===== src/design/cps_pkg.sv =====
// ----------------------------------------------------------------------------
// cps_pkg
// Shared types and constants for the concavity point search block.
// ----------------------------------------------------------------------------
package cps_pkg;

    localparam int MAX_POINTS    = 1024;
    localparam int COORD_BITS    = 12;
    localparam int ADDR_BITS     = $clog2(MAX_POINTS);
    localparam int COUNT_BITS    = ADDR_BITS + 1;
    localparam int CURV_BITS     = 16;
    localparam int MD_BITS       = 8;
    localparam int SPAN_BITS     = 6;
    localparam int CNT_BITS      = SPAN_BITS + 1;
    localparam int SUM_BITS      = COORD_BITS + SPAN_BITS;
    localparam int FRAC_BITS     = 4;
    localparam int DIVIDEND_BITS = SUM_BITS + FRAC_BITS;
    localparam int INDEX_BITS    = 10;
    localparam int MEAN_BITS     = 16;
    localparam int CFG_IDX_BITS  = 2;
    localparam int CFG_DATA_BITS = 16;

    // floor(2n/5) as (n * 13108) >> 15
    localparam int B_MULT        = 13108;
    localparam int B_MULT_BITS   = 14;
    localparam int B_SHIFT       = 15;
    localparam int B_PROD_BITS   = COUNT_BITS + B_MULT_BITS;

    localparam logic signed [CURV_BITS-1:0] RST_THRESHOLD = '0;
    localparam logic [MD_BITS-1:0]          RST_MIN_DIST  = MD_BITS'(10);
    localparam logic [SPAN_BITS-1:0]        RST_SPAN      = SPAN_BITS'(10);

    typedef enum logic [CFG_IDX_BITS-1:0] {
        CFG_THRESHOLD    = 2'd0,
        CFG_MIN_DISTANCE = 2'd1,
        CFG_SUPPORT_SPAN = 2'd2
    } t_cfg_index;

    typedef struct packed {
        logic [11:0]        point_x;
        logic [11:0]        point_y;
        logic signed [15:0] curvature;
        logic               last_point;
    } t_in_item;

    typedef struct packed {
        logic        low_found;
        logic [9:0]  low_index;
        logic        high_found;
        logic [9:0]  high_index;
        logic [15:0] low_support_x;
        logic [15:0] low_support_y;
        logic [15:0] high_support_x;
        logic [15:0] high_support_y;
    } t_out_item;

    typedef struct packed {
        logic signed [CURV_BITS-1:0] curv;
        logic [COORD_BITS-1:0]       y;
        logic [COORD_BITS-1:0]       x;
    } t_entry;

    typedef enum logic [3:0] {
        S_LOAD,
        S_BOUND,
        S_FWD_INIT,
        S_BWD_INIT,
        S_CHECK,
        S_READ,
        S_EV1,
        S_EV2,
        S_EV3,
        S_LAVG_INIT,
        S_HAVG_INIT,
        S_ARD,
        S_AACC,
        S_DIV,
        S_DIV_WAIT,
        S_DONE
    } t_state;

    typedef struct packed {
        logic load;
        logic bound;
        logic fwd_init;
        logic bwd_init;
        logic step;
        logic found;
        logic low_avg_init;
        logic high_avg_init;
        logic acc_add;
        logic idx_inc;
        logic div_start;
        logic div_store;
        logic out_load;
    } t_cmd;

    typedef struct packed {
        logic in_range;
        logic reject;
        logic at_last;
        logic div_done;
        logic low_found;
        logic high_avg_ok;
        logic dir;
    } t_status;

endpackage


===== src/design/cps_ctrl.sv =====
// ----------------------------------------------------------------------------
// cps_ctrl
// Sequencer for loading, both scans, averaging and result hand-off.
// ----------------------------------------------------------------------------
module cps_ctrl (
    input  logic             i_clk,
    input  logic             i_rst_n,
    input  logic             i_in_valid,
    input  logic             i_in_last,
    output logic             o_in_ready,
    output logic             o_out_valid,
    input  logic             i_out_ready,
    input  cps_pkg::t_status i_status,
    output cps_pkg::t_cmd    o_cmd
);

    cps_pkg::t_state r_state, n_state;
    logic            r_out_valid, n_out_valid;
    logic            w_out_free;

    assign w_out_free = !r_out_valid || i_out_ready;

    always_comb begin
        n_state = r_state;
        unique case (r_state)
            cps_pkg::S_LOAD: begin
                if (i_in_valid && i_in_last) n_state = cps_pkg::S_BOUND;
            end
            cps_pkg::S_BOUND:    n_state = cps_pkg::S_FWD_INIT;
            cps_pkg::S_FWD_INIT: n_state = cps_pkg::S_CHECK;
            cps_pkg::S_BWD_INIT: n_state = cps_pkg::S_CHECK;
            cps_pkg::S_CHECK: begin
                if (i_status.in_range) n_state = cps_pkg::S_READ;
                else if (i_status.dir) n_state = cps_pkg::S_LAVG_INIT;
                else n_state = cps_pkg::S_BWD_INIT;
            end
            cps_pkg::S_READ: n_state = cps_pkg::S_EV1;
            cps_pkg::S_EV1:  n_state = cps_pkg::S_EV2;
            cps_pkg::S_EV2:  n_state = cps_pkg::S_EV3;
            cps_pkg::S_EV3: begin
                if (i_status.reject) n_state = cps_pkg::S_CHECK;
                else if (i_status.dir) n_state = cps_pkg::S_LAVG_INIT;
                else n_state = cps_pkg::S_BWD_INIT;
            end
            cps_pkg::S_LAVG_INIT: begin
                n_state = i_status.low_found ? cps_pkg::S_ARD : cps_pkg::S_HAVG_INIT;
            end
            cps_pkg::S_HAVG_INIT: begin
                n_state = i_status.high_avg_ok ? cps_pkg::S_ARD : cps_pkg::S_DONE;
            end
            cps_pkg::S_ARD: n_state = cps_pkg::S_AACC;
            cps_pkg::S_AACC: begin
                n_state = i_status.at_last ? cps_pkg::S_DIV : cps_pkg::S_ARD;
            end
            cps_pkg::S_DIV: n_state = cps_pkg::S_DIV_WAIT;
            cps_pkg::S_DIV_WAIT: begin
                if (i_status.div_done) begin
                    n_state = i_status.dir ? cps_pkg::S_DONE : cps_pkg::S_HAVG_INIT;
                end
            end
            cps_pkg::S_DONE: begin
                if (w_out_free) n_state = cps_pkg::S_LOAD;
            end
            default: n_state = cps_pkg::S_LOAD;
        endcase
    end

    always_comb begin
        o_cmd      = '0;
        o_in_ready = 1'b0;
        unique case (r_state)
            cps_pkg::S_LOAD: begin
                o_in_ready = 1'b1;
                o_cmd.load = i_in_valid;
            end
            cps_pkg::S_BOUND:    o_cmd.bound    = 1'b1;
            cps_pkg::S_FWD_INIT: o_cmd.fwd_init = 1'b1;
            cps_pkg::S_BWD_INIT: o_cmd.bwd_init = 1'b1;
            cps_pkg::S_EV3: begin
                o_cmd.step  = i_status.reject;
                o_cmd.found = !i_status.reject;
            end
            cps_pkg::S_LAVG_INIT: o_cmd.low_avg_init  = i_status.low_found;
            cps_pkg::S_HAVG_INIT: o_cmd.high_avg_init = i_status.high_avg_ok;
            cps_pkg::S_AACC: begin
                o_cmd.acc_add = 1'b1;
                o_cmd.idx_inc = !i_status.at_last;
            end
            cps_pkg::S_DIV:      o_cmd.div_start = 1'b1;
            cps_pkg::S_DIV_WAIT: o_cmd.div_store = i_status.div_done;
            cps_pkg::S_DONE:     o_cmd.out_load  = w_out_free;
            default: ;
        endcase
    end

    always_comb begin
        n_out_valid = r_out_valid;
        if (o_cmd.out_load) begin
            n_out_valid = 1'b1;
        end else if (i_out_ready) begin
            n_out_valid = 1'b0;
        end
    end

    always_ff @(posedge i_clk) begin
        if (!i_rst_n) begin
            r_state     <= cps_pkg::S_LOAD;
            r_out_valid <= 1'b0;
        end else begin
            r_state     <= n_state;
            r_out_valid <= n_out_valid;
        end
    end

    assign o_out_valid = r_out_valid;

endmodule


===== config.mk =====
export PLATFORM = sky130hd
export DESIGN_NAME = cps_ctrl
export DESIGN_NICKNAME = d
export VERILOG_FILES = /design/src/design/cps_pkg.sv /design/src/design/cps_ctrl.sv
export SDC_FILE = /design/constraint.sdc
export NUM_CORES = 1
export LEC_CHECK = 0
export ABC_AREA = 0
export BUFFER_PORTS_ARGS = -buffer_cell sky130_fd_sc_hd__buf_4
export CAP_MARGIN = 20
export CORE_MARGIN = 4
export CORE_UTILIZATION = 39
export DETAILED_ROUTE_END_ITERATION = 7
export GPL_ROUTABILITY_DRIVEN = 0
export PLACE_DENSITY = 0.73
export REMOVE_ABC_BUFFERS = 1
export SKIP_CTS_REPAIR_TIMING = 1
export SYNTH_ARGS = -nofsm -noshare
export SYNTH_HDL_FRONTEND = slang
export SYNTH_SLANG_ARGS = --single-unit

===== constraint.sdc =====
create_clock -name i_clk -period 1.36 [get_ports i_clk]
set_input_delay 0.204 -clock i_clk [delete_from_list [all_inputs] [get_ports i_clk]]
set_output_delay 0.204 -clock i_clk [all_outputs]
set_load 0.02 [all_outputs]

; ---- Yosys cells after proc, flatten, opt, wreduce, memory -nomap -nowiden
; Index checks and enable logic that the tools add are counted.
[word_totals]
inputBits = 12
output_inout_bits = 15
register_bits = 5
word_cells = 54
[classes]
reduce_logical = 9
muxes = 25
eq_ne = 18
[ops]
columns = op, n
row1 = one-hot mux 4 bit (15 select lines), 1
row2 = == test 4 bit (second input constant), 8
row3 = two-way mux 4 bit, 6
row4 = == test 4 x 3 -> 1 bit (second input constant), 4
row5 = two-way mux 1 bit, 13
row6 = two-way mux 3 bit, 3
row7 = == test 4 x 2 -> 1 bit (second input constant), 2
row8 = != test 2 bit (second input constant), 3
row9 = == test 4 x 1 -> 1 bit (second input constant), 1
row10 = logical NOT 4 bit, 1
row11 = two-way mux 2 bit, 2
row12 = logical NOT 1 bit, 3
row13 = AND reduction 3 bit, 1
row14 = nonzero test 2 bit, 1
row15 = OR reduction 2 bit, 1
row16 = logical AND 1 bit, 1
row17 = logical OR 1 bit, 1

; ---- Logic depth before layout (Yosys ltp)
[logic_depth]
depth_word = 4
ltp_mapped = 6
depth_no_buf = 4

; ---- Worst setup path after synthesis
; No wires, ideal clock.
[synth_path]
path_kind = register -> output
start = register r_state[0]
end = output port o_cmd[12] (netlist bit)
arrival_time_ps = 1380
stages_incl_launch_ff = 4
path_slack_ps = -224
path_cell_list = dfxtp_1 -> buf_2 -> nor4_2 -> and2_1
[synth_lines]
columns = item, line
row1 = from (decl), cps_ctrl.sv:17  ; cps_pkg::t_state r_state, n_state;
row2 = from (signal assigned), cps_ctrl.sv:107  ; r_state <= cps_pkg::S_LOAD;
row3 = from (signal assigned), cps_ctrl.sv:110  ; r_state <= n_state;
row4 = to (decl), cps_ctrl.sv:14  ; output cps_pkg::t_cmd o_cmd

==> impl_results.md <==
* Vias at ~800
* Synth Flop Type: dfxtp_1
* Final net count at 130
* Clk_skew at 8.826 ps
* Crit end category: output pin
* Worst Hold Margin at 213.6 ps
* Ys async rst share at 0
* Half-perimeter wire length after placement at 1309 um
* Initial Util at 0.4173
* Synth area leader: dfxtp_1
* Final Power at between 0.6 and 0.7 mW
* Post-synthesis sequential area ratio at 0.1843
* Worst-Margin Slew at around 300 ps
* Post-DR vias/cell at 6.038
* Drt drc at 0
* First-pass GRT wire length at approximately 2800 um
* Cells after Synth at 80
* Root buffer cell: clkbuf_4
* Yosys warning count at 0
* Largest net degree at the start of global routing at 15
* Number of flops mapped to enable cells by yosys at 0
* FP Rows at 13
* Clk sinks at 5
* Avg Cell Area, Syn at 6.788 um^2
* 1st-pass router iterations at 4
* Max VDD drop at between 0.4 and 0.5 mV
* Failing checks: negative setup slack
* Worst-path maximum fanout at 6
* CP arrival at 1290 ps
* Final wirelength at 2173 um
* Reg clk slew, reported paths at roughly 50 ps
* Iter 0 DRT Violations at 28
* Most frequent cells after synthesis: nor2_1, nor3_1, nand2_1
* Max-slew violation count at 0
* Design Area, Final at 0.001033 mm^2
* Met2 wire length at 1136 um
* Placed cell area at just under 800 um^2
* Max Fclk at 671.0 MHz
* CP Data Required Time at 1160 ps
* Synth top area cells: dfxtp_1, nor2_1, nor3_1
* Share of the synthesized area in the top cell type at 0.1843
* Leakage Power at 0.4336 nW
* Wire length on met3 at 202 um
* Initial antenna violation count at 0
* Top routing layer used: met4
* Ratio of cells with drive above 1 in the final layout at 0.5812
* Core area at between 0.001 and 0.0015 mm^2
* Fin crit share at 1.096
* CTS Buf Count at 3
* GRT Residual Overflow at 0
* Avg WL per Cell at roughly 16 um
* Tmin final at between 1000 and 1500 ps
* Pwr dens at approximately 600 mW/mm^2
* GRT Overall Usage at 0.1836
* Die width at 45.32 um
* Final worst slack at -130.4 ps
* Number of diodes at 0
* Synthesized area at roughly 540 um^2
* Die Height at 45.32 um
* Clock tree buffer depth at 2
* Seq cells post-synth at 5
* Clk_lat worst skew at 260 ps
* CP Launch Type: flip-flop
* Die area at slightly above 0.002 mm^2
* Status: finished, violations left
* Count leader, synth: nor2_1
* Met1 Routed Length at 784 um
* Hold WC Path Type: primary input to flip-flop
* RSZ-0062 raised after global routing: yes
* Rel. slew slack at 0.7992
* Crit Path Class: flip-flop to output pin
* Netlist cell types at 32
* # setup viols final at 12
* Antenna Nets Post-Route at 0
* Port-buffer cells at 26
* Max Cap Violations at 0
* Number of global-route vias before repair at roughly 660
* CTS tree: built
* Io pins at 27
* CTS HTree Levels at 1
* Pre-CTS WS at -60.75 ps
* Final hold vios at 0
* Synth-to-Final Area Change at 90.32%
==> sequential cells by signal (all words and copies together) (netlist names) <==
name / cells
r_state: 4
o_out_valid: 1
==> placed cells by master, fill, tap and decap left out, drive strengths merged <==
master and n:
buf 39, nor2 11, nor3 8, nand2 6, o21ai 5, dfxtp 5
clkbuf 5, nand2b 4, nor2b 3, and2 3, a21oi 3, nor4 3
and3 2, mux2i 2, inv 2, nor3b 2, or3 1, o31ai 1
a31oi 1, nand3 1, a211oi 1, a32o 1, a22oi 1, o31a 1
a211o 1, a21boi 1, o22ai 1, nand3b 1, a2bb2oi 1, o211ai 1
==> metal layers <==
metal  global-route usage  vias up
li1                     -      361
met1               0.2095      371
met2               0.3079       58
met3              0.03187        7
met4               0.1228        0
met5                    0        -
==> path summary, 6_finish.rpt <==
kind / startpoint / end / slack [ps] / depth (start not counted)
hold / removal: i_rst_n / r_state[2] / 210 / 2
setup reg to reg: r_state[1] / r_state[2] / 40 / 4
hold reg to reg: o_out_valid / o_out_valid / 630 / 3
setup / recovery: r_state[1] / o_cmd[3] / -130 / 4
==> area by class of cell <==
type                            count  area [um^2]
Sequential cell                     5        115.1
Clock buffer                        4        26.28
Tap cell                           15        18.77
Timing Repair Buffer               40        351.6
Multi-Input combinational cell     66        514.2
Fill cell                          89        267.8
Inverter                            2        7.507
==> report_power, final <==
| part | switching [mW] | internal (mW) |
|---|---|---|
| clock | 0.0769 | 0.112 |
| combinational | 0.123 | 0.122 |
| sequential | 0.0234 | 0.152 |
| total | 0.223 | 0.386 |
==> critical path: stages (launching register included) <==
cell and delay (ps):
dfxtp_4 380, buf_6 140, nand2b_4 170, nor3_4 190, buf_6 140
==> cell families (layout without fill, tap and decap cells) <==
kind of cell    after synthesis  in the layout  synth area share
compound gates               19             19            0.2328
buf+inv                       9             46            0.1083
flops                         5              5            0.1843
mux                           2              2           0.03687
simple gates                 45             45            0.4378
==> through the flow <==
step / setup TNS, ps / utilization / cells
2_1_floorplan: -1294 / - / 73
3_3_place_gp: -13.07 / 0.5942 / 123
3_5_place_dp: -178.5 / 0.5942 / 123
4_1_cts: -3384 / 0.6144 / 127
5_1_grt: -1550 / 0.7942 / 132
6_report: -829.0 / 0.7942 / 132
Note: power is estimated with default switching activity, not from simulation.
